<file path="config.mk">
export PLATFORM = sky130hd
export DESIGN_NAME = sts_search_ctrl
export DESIGN_NICKNAME = d
export VERILOG_FILES = /design/src/sorted_table_binary_search_defines.svh /design/src/sts_pkg.sv /design/src/sts_search_ctrl.sv
export SDC_FILE = /design/constraint.sdc
export NUM_CORES = 1
export LEC_CHECK = 0
export BUFFER_PORTS_ARGS = -buffer_cell sky130_fd_sc_hd__buf_4
export CELL_PAD_IN_SITES_DETAIL_PLACEMENT = 0
export CELL_PAD_IN_SITES_GLOBAL_PLACEMENT = 1
export CORE_MARGIN = 3
export CORE_UTILIZATION = 23
export DETAILED_ROUTE_END_ITERATION = 8
export HOLD_SLACK_MARGIN = 0.03
export PLACE_DENSITY = 0.52
export REMOVE_ABC_BUFFERS = 1
export SKIP_CTS_REPAIR_TIMING = 1
export SYNTH_ARGS = -nofsm -noshare
export SYNTH_HDL_FRONTEND = slang
export SYNTH_SLANG_ARGS = --single-unit
</file>
<file path="constraint.sdc">
create_clock -name i_clk -period 3.3 [get_ports i_clk]
set_clock_uncertainty 0.1 [all_clocks]
set_input_delay 0.165 -clock i_clk [delete_from_list [all_inputs] [get_ports i_clk]]
set_output_delay 0.165 -clock i_clk [all_outputs]
set_load 0.005 [all_outputs]
</file>
<file path="src/sorted_table_binary_search_defines.svh">
// Assertion macros shared by the sorted table search block.
`ifndef SORTED_TABLE_BINARY_SEARCH_DEFINES_SVH
`define SORTED_TABLE_BINARY_SEARCH_DEFINES_SVH

// Same-cycle implication, checked outside reset.
`define STS_ASSERT_NOW(lbl, clk, rst_n, ante, cons, msg) \
    lbl: assert property (@(posedge clk) disable iff (!(rst_n)) (ante) |-> (cons)) \
        else $error(msg);

// Next-cycle implication, checked outside reset.
`define STS_ASSERT_NEXT(lbl, clk, rst_n, ante, cons, msg) \
    lbl: assert property (@(posedge clk) disable iff (!(rst_n)) (ante) |=> (cons)) \
        else $error(msg);

`endif

</file>
<file path="src/sts_pkg.sv">
// Types and constants of the sorted table search block.
`default_nettype none

package sts_pkg;

    localparam int FIELD_VALUE_W = 32;
    localparam int FIELD_INDEX_W = 10;

    localparam logic OP_WRITE  = 1'b0;
    localparam logic OP_SEARCH = 1'b1;

    typedef struct packed {
        logic                            opcode;
        logic        [FIELD_INDEX_W-1:0] entry_index;
        logic signed [FIELD_VALUE_W-1:0] entry_value;
        logic signed [FIELD_VALUE_W-1:0] search_key;
        logic        [FIELD_INDEX_W-1:0] low_bound;
        logic        [FIELD_INDEX_W-1:0] high_bound;
    } t_in_word;

    typedef struct packed {
        logic                     found;
        logic [FIELD_INDEX_W-1:0] match_index;
    } t_out_word;

    typedef enum logic {
        ST_IDLE,
        ST_PROBE
    } t_state;

endpackage

`default_nettype wire

</file>
<file path="src/sts_search_ctrl.sv">
// Search sequencer: writes entries, walks the range one probe per cycle.
`default_nettype none

module sts_search_ctrl
    import sts_pkg::*;
#(
    parameter int TABLE_DEPTH = 1024,
    parameter int VALUE_WIDTH = 32,
    parameter int AW          = 10
) (
    input  wire logic                   i_clk,
    input  wire logic                   i_rst_n,
    input  wire logic                   start,
    input  wire t_in_word               i_word,
    output logic                        busy,
    output logic                        o_done,
    output t_out_word                   o_word,
    output logic                        o_wr_en,
    output logic      [AW-1:0]          o_wr_addr,
    output logic      [VALUE_WIDTH-1:0] o_wr_data,
    output logic                        o_rd_en,
    output logic      [AW-1:0]          o_rd_addr,
    input  wire logic [VALUE_WIDTH-1:0] i_rd_data
);

    t_state                   r_state, n_state;
    logic [FIELD_INDEX_W-1:0] r_lo, n_lo;
    logic [FIELD_INDEX_W-1:0] r_hi, n_hi;
    logic [FIELD_INDEX_W-1:0] r_mid, n_mid;
    logic [VALUE_WIDTH-1:0]   r_key, n_key;
    logic                     r_done, n_done;
    t_out_word                r_out, n_out;

    logic                     accept;
    logic [63:0]              key_ext;
    logic [63:0]              val_ext;
    logic [FIELD_INDEX_W-1:0] hi_sat;
    logic [FIELD_INDEX_W:0]   mid_sum;
    logic                     probe_lt;
    logic                     probe_eq;

    assign accept  = start && (r_state == ST_IDLE);
    assign key_ext = {{(64 - FIELD_VALUE_W){i_word.search_key[FIELD_VALUE_W-1]}},
                      i_word.search_key};
    assign val_ext = {{(64 - FIELD_VALUE_W){i_word.entry_value[FIELD_VALUE_W-1]}},
                      i_word.entry_value};
    assign probe_eq = (i_rd_data == r_key);
    assign probe_lt = ($signed(i_rd_data) < $signed(r_key));

    always_ff @(posedge i_clk) begin
        if (!i_rst_n) begin
            r_state <= ST_IDLE;
            r_done  <= 1'b0;
        end else begin
            r_state <= n_state;
            r_done  <= n_done;
        end
    end

    always_ff @(posedge i_clk) begin
        r_lo  <= n_lo;
        r_hi  <= n_hi;
        r_mid <= n_mid;
        r_key <= n_key;
        r_out <= n_out;
    end

    always_comb begin
        n_state   = r_state;
        n_lo      = r_lo;
        n_hi      = r_hi;
        n_mid     = r_mid;
        n_key     = r_key;
        n_done    = 1'b0;
        n_out     = r_out;
        o_wr_en   = 1'b0;
        o_wr_addr = AW'(i_word.entry_index);
        o_wr_data = val_ext[VALUE_WIDTH-1:0];
        o_rd_en   = 1'b0;
        hi_sat    = i_word.high_bound;
        mid_sum   = '0;

        unique case (r_state)
            ST_IDLE: begin
                if (32'(i_word.high_bound) > TABLE_DEPTH - 1) begin
                    hi_sat = FIELD_INDEX_W'(TABLE_DEPTH - 1);
                end
                mid_sum = {1'b0, i_word.low_bound} + {1'b0, hi_sat};
                if (accept && i_word.opcode == OP_WRITE) begin
                    o_wr_en = (32'(i_word.entry_index) < TABLE_DEPTH);
                end else if (accept) begin
                    if (hi_sat < i_word.low_bound) begin
                        n_done = 1'b1;
                        n_out  = '{found: 1'b0, match_index: '0};
                    end else begin
                        n_lo    = i_word.low_bound;
                        n_hi    = hi_sat;
                        n_mid   = mid_sum[FIELD_INDEX_W:1];
                        n_key   = key_ext[VALUE_WIDTH-1:0];
                        o_rd_en = 1'b1;
                        n_state = ST_PROBE;
                    end
                end
            end
            ST_PROBE: begin
                // read data belongs to r_mid
                priority if (probe_eq) begin
                    n_done  = 1'b1;
                    n_out   = '{found: 1'b1, match_index: r_mid};
                    n_state = ST_IDLE;
                end else if (probe_lt) begin
                    if (r_mid == r_hi) begin
                        n_done  = 1'b1;
                        n_out   = '{found: 1'b0, match_index: '0};
                        n_state = ST_IDLE;
                    end else begin
                        n_lo    = r_mid + 1'b1;
                        mid_sum = {1'b0, n_lo} + {1'b0, r_hi};
                        n_mid   = mid_sum[FIELD_INDEX_W:1];
                        o_rd_en = 1'b1;
                    end
                end else begin
                    if (r_mid == r_lo) begin
                        n_done  = 1'b1;
                        n_out   = '{found: 1'b0, match_index: '0};
                        n_state = ST_IDLE;
                    end else begin
                        n_hi    = r_mid - 1'b1;
                        mid_sum = {1'b0, r_lo} + {1'b0, n_hi};
                        n_mid   = mid_sum[FIELD_INDEX_W:1];
                        o_rd_en = 1'b1;
                    end
                end
            end
            default: begin
                n_state = ST_IDLE;
            end
        endcase
    end

    assign o_rd_addr = AW'(n_mid);
    assign busy      = (r_state != ST_IDLE);
    assign o_done    = r_done;
    assign o_word    = r_out;

endmodule

`default_nettype wire

</file>
==> impl_metrics.env <==
export IMPL_relSlewSlack_pct=40.38
export IMPL_die_h_um=169.2
export IMPL_layout_setup_ws_ns=-0.2768
export IMPL_use_met2_pct=20.86
export IMPL_p_per_area_nw_per_um2=701.2
export IMPL_initial_core_util_pct=23.44
export IMPL_clockRootBuffer="clkbuf_16"
export IMPL_synth_warnings=0
export IMPL_finalPower_mw=5.964
export IMPL_violations="negative setup slack"
export IMPL_setup_violations=7
export IMPL_worst_ep_required_time_ns=3.03
export IMPL_dr_pass1_iters=4
export IMPL_clk_latency_ns=0.35
export IMPL_ff_latch_area_um2=2136
export IMPL_die_area_um2=28620
export IMPL_gp_congestion=0.8894
export IMPL_cp_max_fo=2
export IMPL_synth_commonest_cells="73 x ha_1, 64 x inv_1, 63 x edfxtp_1"
export IMPL_wl_um=21360
export IMPL_port_buffer_count=112
export IMPL_postRouteAntennaNets=0
export IMPL_finalNetCount=1025
export IMPL_clock_path_buffers=2
export IMPL_synth_area_um2=6125
export IMPL_postSynthCellCount=663
export IMPL_tns_ns=-1.198
export IMPL_slew_violations=0
export IMPL_die_w_um=169.2
export IMPL_drc_errors=0
export IMPL_synth_edf_count=63
export IMPL_finalCritPeriodShare_pct=108.4
export IMPL_antenna_found_initial=0
export IMPL_grt_pass1_wl_um=31440
export IMPL_grt_util_met1_pct=20.64
export IMPL_place_area_um2=7441
export IMPL_avgSynthCellArea_um2=9.238
export IMPL_wire_per_inst_um=18.43
export IMPL_end_kind="output pin"
export IMPL_area_delta_synth_final_pct=38.86
export IMPL_hold_viol_final=0
export IMPL_clk_pin_slew_ns=0.07
export IMPL_drv_cap=0
export IMPL_synthDistinctLibCells=57
export IMPL_rows=59
export IMPL_max_freq_mhz=279.6
export IMPL_tightestPinTransition_ns=0.8933
export IMPL_synthFlopType="edfxtp_1"
export IMPL_h_tree_depth=3
export IMPL_synth_area_leader_cell="edfxtp_1"
export IMPL_multi_input_area_um2=3696
export IMPL_grt_pass1_vias=5257
export IMPL_design_core_area_um2=26130
export IMPL_drt_iter0_drc=284
export IMPL_grt_util_met3_pct=4.915
export IMPL_fillers=2757
export IMPL_ys_ff_latch=75
export IMPL_hold_class="in -> reg"
export IMPL_cp_start_kind="register"
export IMPL_ir_drop_mv=0.2969
export IMPL_outcome="complete, but fails checks"
export IMPL_cellLeakagePower_nw=3.652
export IMPL_rsz0062_at_grt="true"
export IMPL_antennaDiodeCount=0
export IMPL_drive_gt1_share_pct=31.19
export IMPL_cts_buffers_inserted=9
export IMPL_post_dp_hpwl_um=16730
export IMPL_finalInstanceArea_um2=8504
export IMPL_async_reset_ff_share_pct=0
export IMPL_top_usage_layer="met2"
export IMPL_synth_top_area_share_pct=30.89
export IMPL_ioPinCount=197
export IMPL_min_period_ns=3.577
export IMPL_tritoncts="built"
export IMPL_grtUsageTotal_pct=14.43
export IMPL_synth_area_leaders="edfxtp_1 31%, ha_1 15%, xnor2_1 5.7%"
export IMPL_criticalPathCategory="reg -> out"
export IMPL_hold_worst_slack_ns=0.04921
export IMPL_grt_max_degree=33
export IMPL_vias=5247
export IMPL_yosysMostFrequentCell="ha_1"
export IMPL_post_place_ws_ns=-0.1118
export IMPL_arrival_ns=3.31
export IMPL_gr_total_overflow=0
export IMPL_vias_per_cell=4.527
export IMPL_yosysSeqAreaShare_pct=34.81
export IMPL_cts_sinks=75
-- placed cells by master, fill, tap and decap left out, types with 10 or more instances in the layout --
master / n
a211oi_1: 10
nor3_1: 20
a21oi_1: 29
xor2_1: 12
ha_1: 65
nand4_1: 14
buf_4: 167
edfxtp_1: 63
dlygate4sd3_1: 33
nand3_1: 15
o21ai_0: 20
xnor2_1: 37
inv_1: 59
nor2_1: 48
nand2_1: 40
-- cells by family (layout without fill, tap and decap cells) --
family                   count (synthesis)  after routing  share of synthesized area (%)
multiplexers                            15             15                          2.697
buffers and inverters                  128            289                          10.60
adder cells (fa/ha/maj)                 76             76                          15.89
XOR/XNOR                                52             52                          7.436
flip-flops                              75             75                          34.81
AO/OA/AOI/OAI                          129            129                          13.26
AND/OR/NAND/NOR                        188            188                          15.30
-- path summary, 6_finish.rpt --
check,slack [ns],end,startpoint,depth (start not counted)
setup / recovery,-0.28,o_rd_addr[9],r_mid[3]$_DFF_P_,14
hold / removal,0.05,r_hi[8]$_DFFE_PP_,i_word[8],3
setup reg to reg,0.15,o_word[0]$_SDFFCE_PN0P_,r_key[25]$_DFFE_PP_,13
hold reg to reg,0.59,o_word[1]$_SDFFCE_PN0P_,r_mid[1]$_DFF_P_,3
-- flip-flops by register name, summed over array words and instances, names as in the netlist --
| signal | count |
|---|---|
| r_lo | 10 |
| o_done | 1 |
| o_word | 11 |
| r_mid | 10 |
| r_key | 32 |
| r_hi | 10 |
| busy | 1 |
-- final cells by class --
type,instances,area share (%)
multi-input cells,460,43.46
clock inverters,7,1.089
inverters,65,2.869
clock buffers,9,2.648
flip-flops and latches,75,25.11
repair buffers,208,19.89
well taps,335,4.929
-- report_power, final --
| part | total [mW] | leakage (nW) | switching (mW) | internal (mW) |
|---|---|---|---|---|
| registers | 1.26 | 0.681 | 0.109 | 1.15 |
| logic | 3.61 | 2.82 | 1.84 | 1.76 |
| clock network | 1.10 | 0.149 | 0.435 | 0.660 |
-- through the flow --
step	cells	utilization, %
floorplan	600	-
global placement	1105	28.47
detailed placement	1105	28.47
CTS	1121	29.69
global route	1159	32.54
finish	1159	32.54
-- metal layers --
layer,up-vias,wire [um]
li1,2619,-
met1,2406,10680
met4,2,238
met3,20,1479
met2,200,8911
met5,-,46
-- critical path, stage by stage (launching register included) --
cell and delay (ns):
dfxtp_2 0.31, or3_4 0.38, or3_4 0.36, nor2_4 0.09, nor4b_4 0.21, xnor2_1 0.14, ha_1 0.35, buf_6 0.11
nand4_1 0.08, nor2b_1 0.16, nor4_1 0.07, mux2_4 0.26, a211oi_1 0.19, a211o_1 0.17, buf_6 0.10
(Power assumes the default switching activity.)
